==> config.mk <==
export PLATFORM = sky130hd
export DESIGN_NAME = sensor_fault_supervisor
export DESIGN_NICKNAME = d
export VERILOG_FILES = /design/src/hw/rtl/sfs_pkg.sv /design/src/hw/rtl/sfs_cfg_regs.sv /design/src/hw/rtl/sfs_core.sv /design/src/hw/rtl/sensor_fault_supervisor.sv
export SDC_FILE = /design/constraint.sdc
export NUM_CORES = 2
export LEC_CHECK = 0
export BUFFER_PORTS_ARGS = -buffer_cell sky130_fd_sc_hd__buf_2
export CAP_MARGIN = 5
export CORE_MARGIN = 1.5
export CORE_UTILIZATION = 30
export DETAILED_ROUTE_END_ITERATION = 7
export PLACE_DENSITY = 0.48
export SKIP_LAST_GASP = 1
export SYNTH_ARGS = -nofsm -noshare
export SYNTH_HDL_FRONTEND = slang
export SYNTH_SLANG_ARGS = --single-unit
==> constraint.sdc <==
create_clock -name clk_i -period 18.25 [get_ports clk_i]
set_clock_uncertainty 0.1 [all_clocks]
set_input_delay 3.65 -clock clk_i [delete_from_list [all_inputs] [get_ports clk_i]]
set_output_delay 3.65 -clock clk_i [all_outputs]
set_load 0.005 [all_outputs]
==> src/hw/rtl/sfs_pkg.sv <==
// Types, constants and helpers of the sensor fault supervisor.
package sfs_pkg;

  localparam int unsigned TimeW   = 32;
  localparam int unsigned TempW   = 16;
  localparam int unsigned HumW    = 16;
  localparam int unsigned PresW   = 18;
  localparam int unsigned CountW  = 8;
  localparam int unsigned RetryW  = 16;
  localparam int unsigned KindW   = 2;
  localparam int unsigned OutageW = 23;
  localparam int unsigned CfgIdxW = 3;
  localparam int unsigned CfgDataW = 18;

  // Elapsed ms / 1000 == (elapsed >> 3) * DivMul >> DivShift, exact for 29-bit operands.
  localparam int unsigned DivPreShift = 3;
  localparam int unsigned DivOpW      = TimeW - DivPreShift;
  localparam int unsigned DivMulW     = 30;
  localparam int unsigned DivShift    = 36;
  localparam int unsigned DivProdW    = DivOpW + DivMulW;
  localparam logic [DivMulW-1:0] DivMul = 30'd549755814;

  localparam logic signed [TempW-1:0] TempMinRst   = -16'sd4000;
  localparam logic signed [TempW-1:0] TempMaxRst   = 16'sd8500;
  localparam logic [HumW-1:0]         HumMaxRst    = 16'd10000;
  localparam logic [PresW-1:0]        PresMinRst   = 18'd30000;
  localparam logic [PresW-1:0]        PresMaxRst   = 18'd120000;
  localparam logic [CountW-1:0]       StuckLimRst  = 8'd3;
  localparam logic [RetryW-1:0]       FaultRetryRst = 16'd2000;
  localparam logic [RetryW-1:0]       OffRetryRst  = 16'd3000;

  localparam logic [CountW-1:0] CountMax     = '1;
  localparam logic [CountW-1:0] FailRecovLim = 8'd2;

  typedef enum logic [CfgIdxW-1:0] {
    REG_TEMP_MIN    = 3'd0,
    REG_TEMP_MAX    = 3'd1,
    REG_HUM_MAX     = 3'd2,
    REG_PRES_MIN    = 3'd3,
    REG_PRES_MAX    = 3'd4,
    REG_STUCK_LIMIT = 3'd5,
    REG_FAULT_RETRY = 3'd6,
    REG_OFF_RETRY   = 3'd7
  } cfg_reg_e;

  typedef enum logic [KindW-1:0] {
    KIND_NOACK   = 2'd0,
    KIND_INVALID = 2'd1,
    KIND_BOUNDS  = 2'd2,
    KIND_STUCK   = 2'd3
  } fault_kind_e;

  typedef struct packed {
    logic signed [TempW-1:0] temp_min;
    logic signed [TempW-1:0] temp_max;
    logic [HumW-1:0]         hum_max;
    logic [PresW-1:0]        pres_min;
    logic [PresW-1:0]        pres_max;
    logic [CountW-1:0]       stuck_limit;
    logic [RetryW-1:0]       fault_retry_ms;
    logic [RetryW-1:0]       offline_retry_ms;
  } cfg_t;

  typedef struct packed {
    logic [TimeW-1:0]        now_ms;
    logic                    ack_ok;
    logic                    reading_invalid;
    logic signed [TempW-1:0] temp_in;
    logic [HumW-1:0]         hum_in;
    logic [PresW-1:0]        pres_in;
    logic                    recovery_ok;
  } item_t;

  typedef struct packed {
    logic                    reading_valid;
    logic signed [TempW-1:0] temp_out;
    logic [HumW-1:0]         hum_out;
    logic [PresW-1:0]        pres_out;
    logic                    fault_event;
    fault_kind_e             fault_kind;
    logic                    recovery_request;
    logic                    recovered_event;
    logic [OutageW-1:0]      outage_seconds;
    logic                    sensor_ready;
    logic [CountW-1:0]       failure_count;
  } res_t;

  function automatic logic [CountW-1:0] sat_inc(input logic [CountW-1:0] v);
    return (v == CountMax) ? CountMax : v + CountW'(1);
  endfunction

endpackage

==> src/hw/rtl/sfs_cfg_regs.sv <==
// Configuration register file of the sensor fault supervisor.
module sfs_cfg_regs import sfs_pkg::*; (
  input  logic                clk_i,
  input  logic                rst_ni,
  input  logic                cfg_we_i,
  input  logic [CfgIdxW-1:0]  cfg_idx_i,
  input  logic [CfgDataW-1:0] cfg_wdata_i,
  output cfg_t                cfg_o
);

  cfg_t cfg_q;

  always_ff @(posedge clk_i or negedge rst_ni) begin
    if (!rst_ni) begin
      cfg_q.temp_min         <= TempMinRst;
      cfg_q.temp_max         <= TempMaxRst;
      cfg_q.hum_max          <= HumMaxRst;
      cfg_q.pres_min         <= PresMinRst;
      cfg_q.pres_max         <= PresMaxRst;
      cfg_q.stuck_limit      <= StuckLimRst;
      cfg_q.fault_retry_ms   <= FaultRetryRst;
      cfg_q.offline_retry_ms <= OffRetryRst;
    end else if (cfg_we_i) begin
      unique case (cfg_reg_e'(cfg_idx_i))
        REG_TEMP_MIN:    cfg_q.temp_min         <= $signed(cfg_wdata_i[TempW-1:0]);
        REG_TEMP_MAX:    cfg_q.temp_max         <= $signed(cfg_wdata_i[TempW-1:0]);
        REG_HUM_MAX:     cfg_q.hum_max          <= cfg_wdata_i[HumW-1:0];
        REG_PRES_MIN:    cfg_q.pres_min         <= cfg_wdata_i[PresW-1:0];
        REG_PRES_MAX:    cfg_q.pres_max         <= cfg_wdata_i[PresW-1:0];
        REG_STUCK_LIMIT: cfg_q.stuck_limit      <= cfg_wdata_i[CountW-1:0];
        REG_FAULT_RETRY: cfg_q.fault_retry_ms   <= cfg_wdata_i[RetryW-1:0];
        REG_OFF_RETRY:   cfg_q.offline_retry_ms <= cfg_wdata_i[RetryW-1:0];
        default: ;
      endcase
    end
  end

  assign cfg_o = cfg_q;

endmodule

==> src/hw/rtl/sfs_core.sv <==
// Per-poll check, fault tracking and recovery logic with its state registers.
module sfs_core import sfs_pkg::*; (
  input  logic  clk_i,
  input  logic  rst_ni,
  input  logic  step_i,
  input  item_t item_i,
  input  cfg_t  cfg_i,
  output res_t  res_o
);

  logic                ready_q, ready_d;
  logic                fault_act_q, fault_act_d;
  logic [TimeW-1:0]    fault_start_q, fault_start_d;
  logic [TimeW-1:0]    last_rec_q, last_rec_d;
  logic [CountW-1:0]   fail_q, fail_d;
  logic [CountW-1:0]   stuck_q, stuck_d;
  logic [TempW-1:0]    last_t_q, last_t_d;
  logic [HumW-1:0]     last_h_q, last_h_d;
  logic [PresW-1:0]    last_p_q, last_p_d;
  fault_kind_e         kind_q, kind_d;

  logic [TimeW-1:0]    rec_elapsed;
  logic [TimeW-1:0]    fault_elapsed;
  logic [DivProdW-1:0] div_prod;
  logic                offline_due, fault_due;
  logic                oob, stuck, failed, do_rec;
  logic                ev, req, recovered, took, valid;
  fault_kind_e         fail_kind;

  assign rec_elapsed   = item_i.now_ms - last_rec_q;
  assign fault_elapsed = item_i.now_ms - fault_start_q;
  assign div_prod      = DivProdW'(fault_elapsed[TimeW-1:DivPreShift]) * DivProdW'(DivMul);
  assign offline_due   = rec_elapsed >= {{(TimeW-RetryW){1'b0}}, cfg_i.offline_retry_ms};
  assign fault_due     = rec_elapsed >= {{(TimeW-RetryW){1'b0}}, cfg_i.fault_retry_ms};

  assign oob = !item_i.reading_invalid &&
               (item_i.pres_in < cfg_i.pres_min || item_i.pres_in > cfg_i.pres_max ||
                item_i.temp_in < cfg_i.temp_min || item_i.temp_in > cfg_i.temp_max ||
                item_i.hum_in > cfg_i.hum_max);

  always_comb begin
    ready_d       = ready_q;
    fault_act_d   = fault_act_q;
    fault_start_d = fault_start_q;
    last_rec_d    = last_rec_q;
    fail_d        = fail_q;
    stuck_d       = stuck_q;
    last_t_d      = last_t_q;
    last_h_d      = last_h_q;
    last_p_d      = last_p_q;
    kind_d        = kind_q;
    ev            = 1'b0;
    req           = 1'b0;
    recovered     = 1'b0;
    took          = 1'b0;
    valid         = 1'b0;
    do_rec        = 1'b0;
    stuck         = 1'b0;
    failed        = 1'b0;
    fail_kind     = KIND_NOACK;

    if (!ready_q) begin
      if (offline_due) begin
        if (!fault_act_d) begin
          fault_act_d   = 1'b1;
          fault_start_d = item_i.now_ms;
          kind_d        = KIND_NOACK;
          ev            = 1'b1;
        end
        do_rec = 1'b1;
      end
    end else if (!item_i.ack_ok) begin
      ready_d = 1'b0;
      fail_d  = sat_inc(fail_q);
      if (!fault_act_d) begin
        fault_act_d   = 1'b1;
        fault_start_d = item_i.now_ms;
        kind_d        = KIND_NOACK;
        ev            = 1'b1;
      end
      do_rec = fault_due;
    end else begin
      took = 1'b1;
      if (!item_i.reading_invalid && !oob) begin
        if (item_i.temp_in == last_t_q && item_i.hum_in == last_h_q &&
            item_i.pres_in == last_p_q) begin
          stuck_d = sat_inc(stuck_q);
          stuck   = stuck_d >= cfg_i.stuck_limit;
        end else begin
          last_t_d = item_i.temp_in;
          last_h_d = item_i.hum_in;
          last_p_d = item_i.pres_in;
          stuck_d  = '0;
        end
      end
      failed = item_i.reading_invalid || oob || stuck;
      if (item_i.reading_invalid) begin
        fail_kind = KIND_INVALID;
      end else if (oob) begin
        fail_kind = KIND_BOUNDS;
      end else begin
        fail_kind = KIND_STUCK;
      end
      if (failed) begin
        fail_d = sat_inc(fail_q);
        if (!fault_act_d) begin
          fault_act_d   = 1'b1;
          fault_start_d = item_i.now_ms;
          kind_d        = fail_kind;
          ev            = 1'b1;
        end
        do_rec = (fail_d >= FailRecovLim || stuck) && fault_due;
      end else begin
        if (fault_act_q) begin
          fault_act_d = 1'b0;
          recovered   = 1'b1;
        end
        fail_d = '0;
        valid  = 1'b1;
      end
    end

    if (do_rec) begin
      last_rec_d = item_i.now_ms;
      req        = 1'b1;
      if (item_i.recovery_ok) begin
        ready_d = 1'b1;
        fail_d  = '0;
        stuck_d = '0;
      end else begin
        ready_d = 1'b0;
        if (!fault_act_d) begin
          fault_act_d   = 1'b1;
          fault_start_d = item_i.now_ms;
          kind_d        = KIND_NOACK;
        end
        ev = 1'b1;
      end
    end
  end

  always_ff @(posedge clk_i or negedge rst_ni) begin
    if (!rst_ni) begin
      ready_q       <= 1'b1;
      fault_act_q   <= 1'b0;
      fault_start_q <= '0;
      last_rec_q    <= '0;
      fail_q        <= '0;
      stuck_q       <= '0;
      last_t_q      <= '0;
      last_h_q      <= '0;
      last_p_q      <= '0;
      kind_q        <= KIND_NOACK;
    end else if (step_i) begin
      ready_q       <= ready_d;
      fault_act_q   <= fault_act_d;
      fault_start_q <= fault_start_d;
      last_rec_q    <= last_rec_d;
      fail_q        <= fail_d;
      stuck_q       <= stuck_d;
      last_t_q      <= last_t_d;
      last_h_q      <= last_h_d;
      last_p_q      <= last_p_d;
      kind_q        <= kind_d;
    end
  end

  always_comb begin
    res_o.reading_valid    = valid;
    res_o.temp_out         = took ? item_i.temp_in : '0;
    res_o.hum_out          = took ? item_i.hum_in : '0;
    res_o.pres_out         = took ? item_i.pres_in : '0;
    res_o.fault_event      = ev;
    res_o.fault_kind       = kind_d;
    res_o.recovery_request = req;
    res_o.recovered_event  = recovered;
    res_o.outage_seconds   = recovered ? div_prod[DivShift +: OutageW] : '0;
    res_o.sensor_ready     = ready_d;
    res_o.failure_count    = fail_d;
  end

endmodule

==> src/hw/rtl/sensor_fault_supervisor.sv <==
// Top level of the sensor fault supervisor: input register, core and result register.
// An accepted poll is held in the input register, its result in the result register.
// Throughput: one poll per cycle; with the result stalled, one more poll enters the
// input register and then the input stalls until the result beat is taken.
// Reset (rst_ni low, asynchronous) empties both registers and restores the
// configuration and supervisor state to their defaults.
module sensor_fault_supervisor import sfs_pkg::*; (
  input  logic                    clk_i,
  input  logic                    rst_ni,
  input  logic                    cfg_we_i,
  input  logic [CfgIdxW-1:0]      cfg_idx_i,
  input  logic [CfgDataW-1:0]     cfg_wdata_i,
  input  logic                    in_valid_i,
  output logic                    in_ready_o,
  input  logic [TimeW-1:0]        now_ms_i,
  input  logic                    ack_ok_i,
  input  logic                    reading_invalid_i,
  input  logic signed [TempW-1:0] temp_in_i,
  input  logic [HumW-1:0]         hum_in_i,
  input  logic [PresW-1:0]        pres_in_i,
  input  logic                    recovery_ok_i,
  output logic                    out_valid_o,
  input  logic                    out_ready_i,
  output logic                    reading_valid_o,
  output logic signed [TempW-1:0] temp_out_o,
  output logic [HumW-1:0]         hum_out_o,
  output logic [PresW-1:0]        pres_out_o,
  output logic                    fault_event_o,
  output logic [KindW-1:0]        fault_kind_o,
  output logic                    recovery_request_o,
  output logic                    recovered_event_o,
  output logic [OutageW-1:0]      outage_seconds_o,
  output logic                    sensor_ready_o,
  output logic [CountW-1:0]       failure_count_o
);

  cfg_t  cfg;
  item_t item_q;
  res_t  res, res_q;
  logic  in_valid_q, out_valid_q;
  logic  advance, step;

  assign advance    = !out_valid_q || out_ready_i;
  assign step       = in_valid_q && advance;
  assign in_ready_o = !in_valid_q || advance;

  sfs_cfg_regs u_cfg (
    .clk_i,
    .rst_ni,
    .cfg_we_i,
    .cfg_idx_i,
    .cfg_wdata_i,
    .cfg_o (cfg)
  );

  always_ff @(posedge clk_i or negedge rst_ni) begin
    if (!rst_ni) begin
      in_valid_q <= 1'b0;
    end else if (in_valid_i && in_ready_o) begin
      in_valid_q <= 1'b1;
    end else if (step) begin
      in_valid_q <= 1'b0;
    end
  end

  always_ff @(posedge clk_i) begin
    if (in_valid_i && in_ready_o) begin
      item_q.now_ms          <= now_ms_i;
      item_q.ack_ok          <= ack_ok_i;
      item_q.reading_invalid <= reading_invalid_i;
      item_q.temp_in         <= temp_in_i;
      item_q.hum_in          <= hum_in_i;
      item_q.pres_in         <= pres_in_i;
      item_q.recovery_ok     <= recovery_ok_i;
    end
  end

  sfs_core u_core (
    .clk_i,
    .rst_ni,
    .step_i (step),
    .item_i (item_q),
    .cfg_i  (cfg),
    .res_o  (res)
  );

  always_ff @(posedge clk_i or negedge rst_ni) begin
    if (!rst_ni) begin
      out_valid_q <= 1'b0;
    end else if (advance) begin
      out_valid_q <= in_valid_q;
    end
  end

  always_ff @(posedge clk_i) begin
    if (step) begin
      res_q <= res;
    end
  end

  assign out_valid_o        = out_valid_q;
  assign reading_valid_o    = res_q.reading_valid;
  assign temp_out_o         = res_q.temp_out;
  assign hum_out_o          = res_q.hum_out;
  assign pres_out_o         = res_q.pres_out;
  assign fault_event_o      = res_q.fault_event;
  assign fault_kind_o       = res_q.fault_kind;
  assign recovery_request_o = res_q.recovery_request;
  assign recovered_event_o  = res_q.recovered_event;
  assign outage_seconds_o   = res_q.outage_seconds;
  assign sensor_ready_o     = res_q.sensor_ready;
  assign failure_count_o    = res_q.failure_count;

endmodule

==> run summary <==
Drt drc = 0
Final Wtd Congestion = 0.8259
Setup WS post-layout = 7.355 ns
Post-synth EDFFs = 173
Post-CTS Resized = 0
Gate Count Post-Synth = 3132
Period utilisation layout = 59.70%
Worst EP required = 18.52 ns
Die W = 344.4 um
Fin. Hold Viols = 0
Crit path launch type = flip-flop
Worst-case clock buffer depth = 3
First-pass GRT wire length = 144.4 mm
Routed Antenna Nets = 0
CP Max Fanout = 7
Place WS = 7.403 ns
Post-CTS Setup Bufs = 0
Routed vias/inst = 4.671
Total CTS buffers = 54
Synthesized area per cell = 11.16 sq um
Root Driver = clkbuf_16
Register bit total from synthesis = 433
Row count = 125
Die height = 344.4 um
Clock H-tree levels = 2
CTS clk-pin slew, worst paths = 0.06 ns
Die Footprint = 0.1186 sq mm
Hold Startpoint = in_valid_q
Yosys top cell by area = ha_1
Worst R2R End = outage_seconds_o[15]
Iter 0 DRT Violations = 1168
Setup TNS Final = 0 ns
Initial antenna violation count = 17
Crit path max-delay cell type = a211oi_1
Area contributors post-synth = ha_1 19%, dfrtp_1 15%, fa_1 15%
Ratio of cells with drive above 1 in the final layout = 17.19%
CP max stage delay = 0.82 ns
Slew Limit Headroom = 21.94%
Post-Syn Area = 0.03496 sq mm
Worst Tran Pin Value = 1.160 ns
Yosys top cell area share = 19.40%
Worst r2r src = item_q[55]
Area of the core = 0.1159 sq mm
Reg2reg setup slack = 7.35 ns
Status = completed
Sequential element share of the synthesized area = 33.63%
WL per Instance = 18.83 um
Worst-Skew Late Latency = 0.65 ns
P&R area growth vs syn = 13.95%
Final Critical Period = 10.90 ns
Yosys warnings = 0
Drt pass-1 iters = 5
Initial Utilization = 30.17%
Routed vias = 23050
Quantity of hold-fixing buffers added after cts = 0
CP Capture Type = flip-flop
CP most frequent cell = fa_1
Detailed placement HPWL = 72.96 mm
Hold Path Depth = 1
Slew Limit Fails = 0
R2r worst-path depth = 31
Top FF cell, synth = dfrtp_1
Most common cell after layout, fill and taps aside = inv_1
GRT Total Usage = 15.99%
Hold EP = out_valid_o
Worst min-delay path category = flip-flop to flip-flop
TritonCTS Sinks = 433
Asr flop ratio synth = 60.05%
Most frequent cells in the layout = 557 x inv_1, 542 x ha_1, 266 x fa_1
Setup violators final = 0
Port buffer count = 200
GR Overflow Total = 0
Achievable Freq = 0.09179 GHz
Max-Cap Viols = 0
Setup CP Type = flip-flop to flip-flop
Unique cell type count in the Yosys netlist = 83
Post-layout nets = 4281
WP data arrival = 11.17 ns
CTS tree = built
RSZ-0062 raised after global routing = no
Largest net degree at the start of global routing = 71
Num ports = 201
Vias in the first global route = 23760
Drt total wl = 92.91 mm
Mapped Nets = 4051
routing by layer:
metal | GRT usage, % | wire, um | up-vias
li1 | - | - | 11200
met1 | 22.98 | 45130 | 11360
met2 | 25.41 | 42540 | 365
met3 | 1.973 | 2944 | 126
met4 | 3.984 | 2299 | 0
met5 | 0 | 0 | -
worst max-delay path by stage:
stage | start | end | cells past startpoint
4_1_cts | item_q[55] | outage_seconds_o[11] | 32
3_3_place_gp | item_q[55] | outage_seconds_o[15] | 29
2_1_floorplan | item_q[55] | outage_seconds_o[12] | 30
6_report | item_q[55] | outage_seconds_o[15] | 31
5_1_grt | item_q[54] | outage_seconds_o[15] | 33
3_5_place_dp | item_q[55] | outage_seconds_o[11] | 32
metrics by stage:
step                      util [%]  area (sq um)  hold slack [ns]  instances
after floorplan                  -         34960           0.3476       3132
final                        34.38         39840           0.3873       4935
after detailed placement     32.74         37950           0.3733       4830
after global routing         34.38         39840           0.4057       4935
after CTS                    34.37         39830           0.3859       4932
after global placement       32.74         37950           0.3693       4830
synthesized netlist by cell type (all sizes together), types with 10 or more instances:
cell      n
and2     19
fa      266
xnor2    94
dfstp    46
a21o     57
and3     64
or2      10
clkbuf   54
nand3    40
o21a     22
nor2     78
buf      11
o211ai   11
a22o     11
edfxtp  173
o21ai   125
nand2   138
inv     558
nand2b   18
a31oi    17
nand4    43
a21oi   109
ha      542
xor2     37
dfrtp   214
nor4     12
mux2    175
a211oi   14
nor2b    20
o21bai   11
nor3     30
registers in the layout, summed over array words and instances, names as in the netlist, 16 cells and up:
name,flops
u_core.last_t_q,16
u_core.last_p_q,18
pres_out_o,18
item_q,85
u_cfg.cfg_o,124
u_core.last_rec_q,32
outage_seconds_o,23
temp_out_o,16
u_core.fault_start_q,32
u_core.last_h_q,16
hum_out_o,16
area by class of cell:
| type | count | area (sq um) |
|---|---|---|
| fill | 11680 | 76050 |
| tap | 1524 | 1907 |
| inverter | 558 | 2097 |
| sequential | 433 | 11760 |
| timing repair buffer | 239 | 1304 |
| clock inverter | 34 | 400.4 |
| clock buffer | 68 | 1486 |
| multi-input combinational | 2076 | 20880 |
| antenna | 3 | 7.507 |
cells by family (layout without fill, tap and decap cells):
family          after synthesis  after routing  share of synthesized area (%)
fa+ha+maj                   808            808                          34.63
mux                         180            180                          5.780
compound gates              452            452                          8.414
other cells                   0              3                              0
simple gates                505            505                          7.458
flops                       433            433                          33.63
buf+inv                     623            899                          6.803
xor+xnor                    131            131                          3.282
critical path, delay by kind of cell, from the launching register on:
family	cells	cell delay, ns
adder cells (fa/ha/maj)	10	4.28
AO/OA/AOI/OAI	11	3.45
AND/OR/NAND/NOR	5	1.12
XOR/XNOR	2	0.78
buffers and inverters	3	0.48
flip-flops	1	0.44
Power is not shown: default switching activity piles up to over one toggle a cycle in this logic, so the estimate is an artifact.
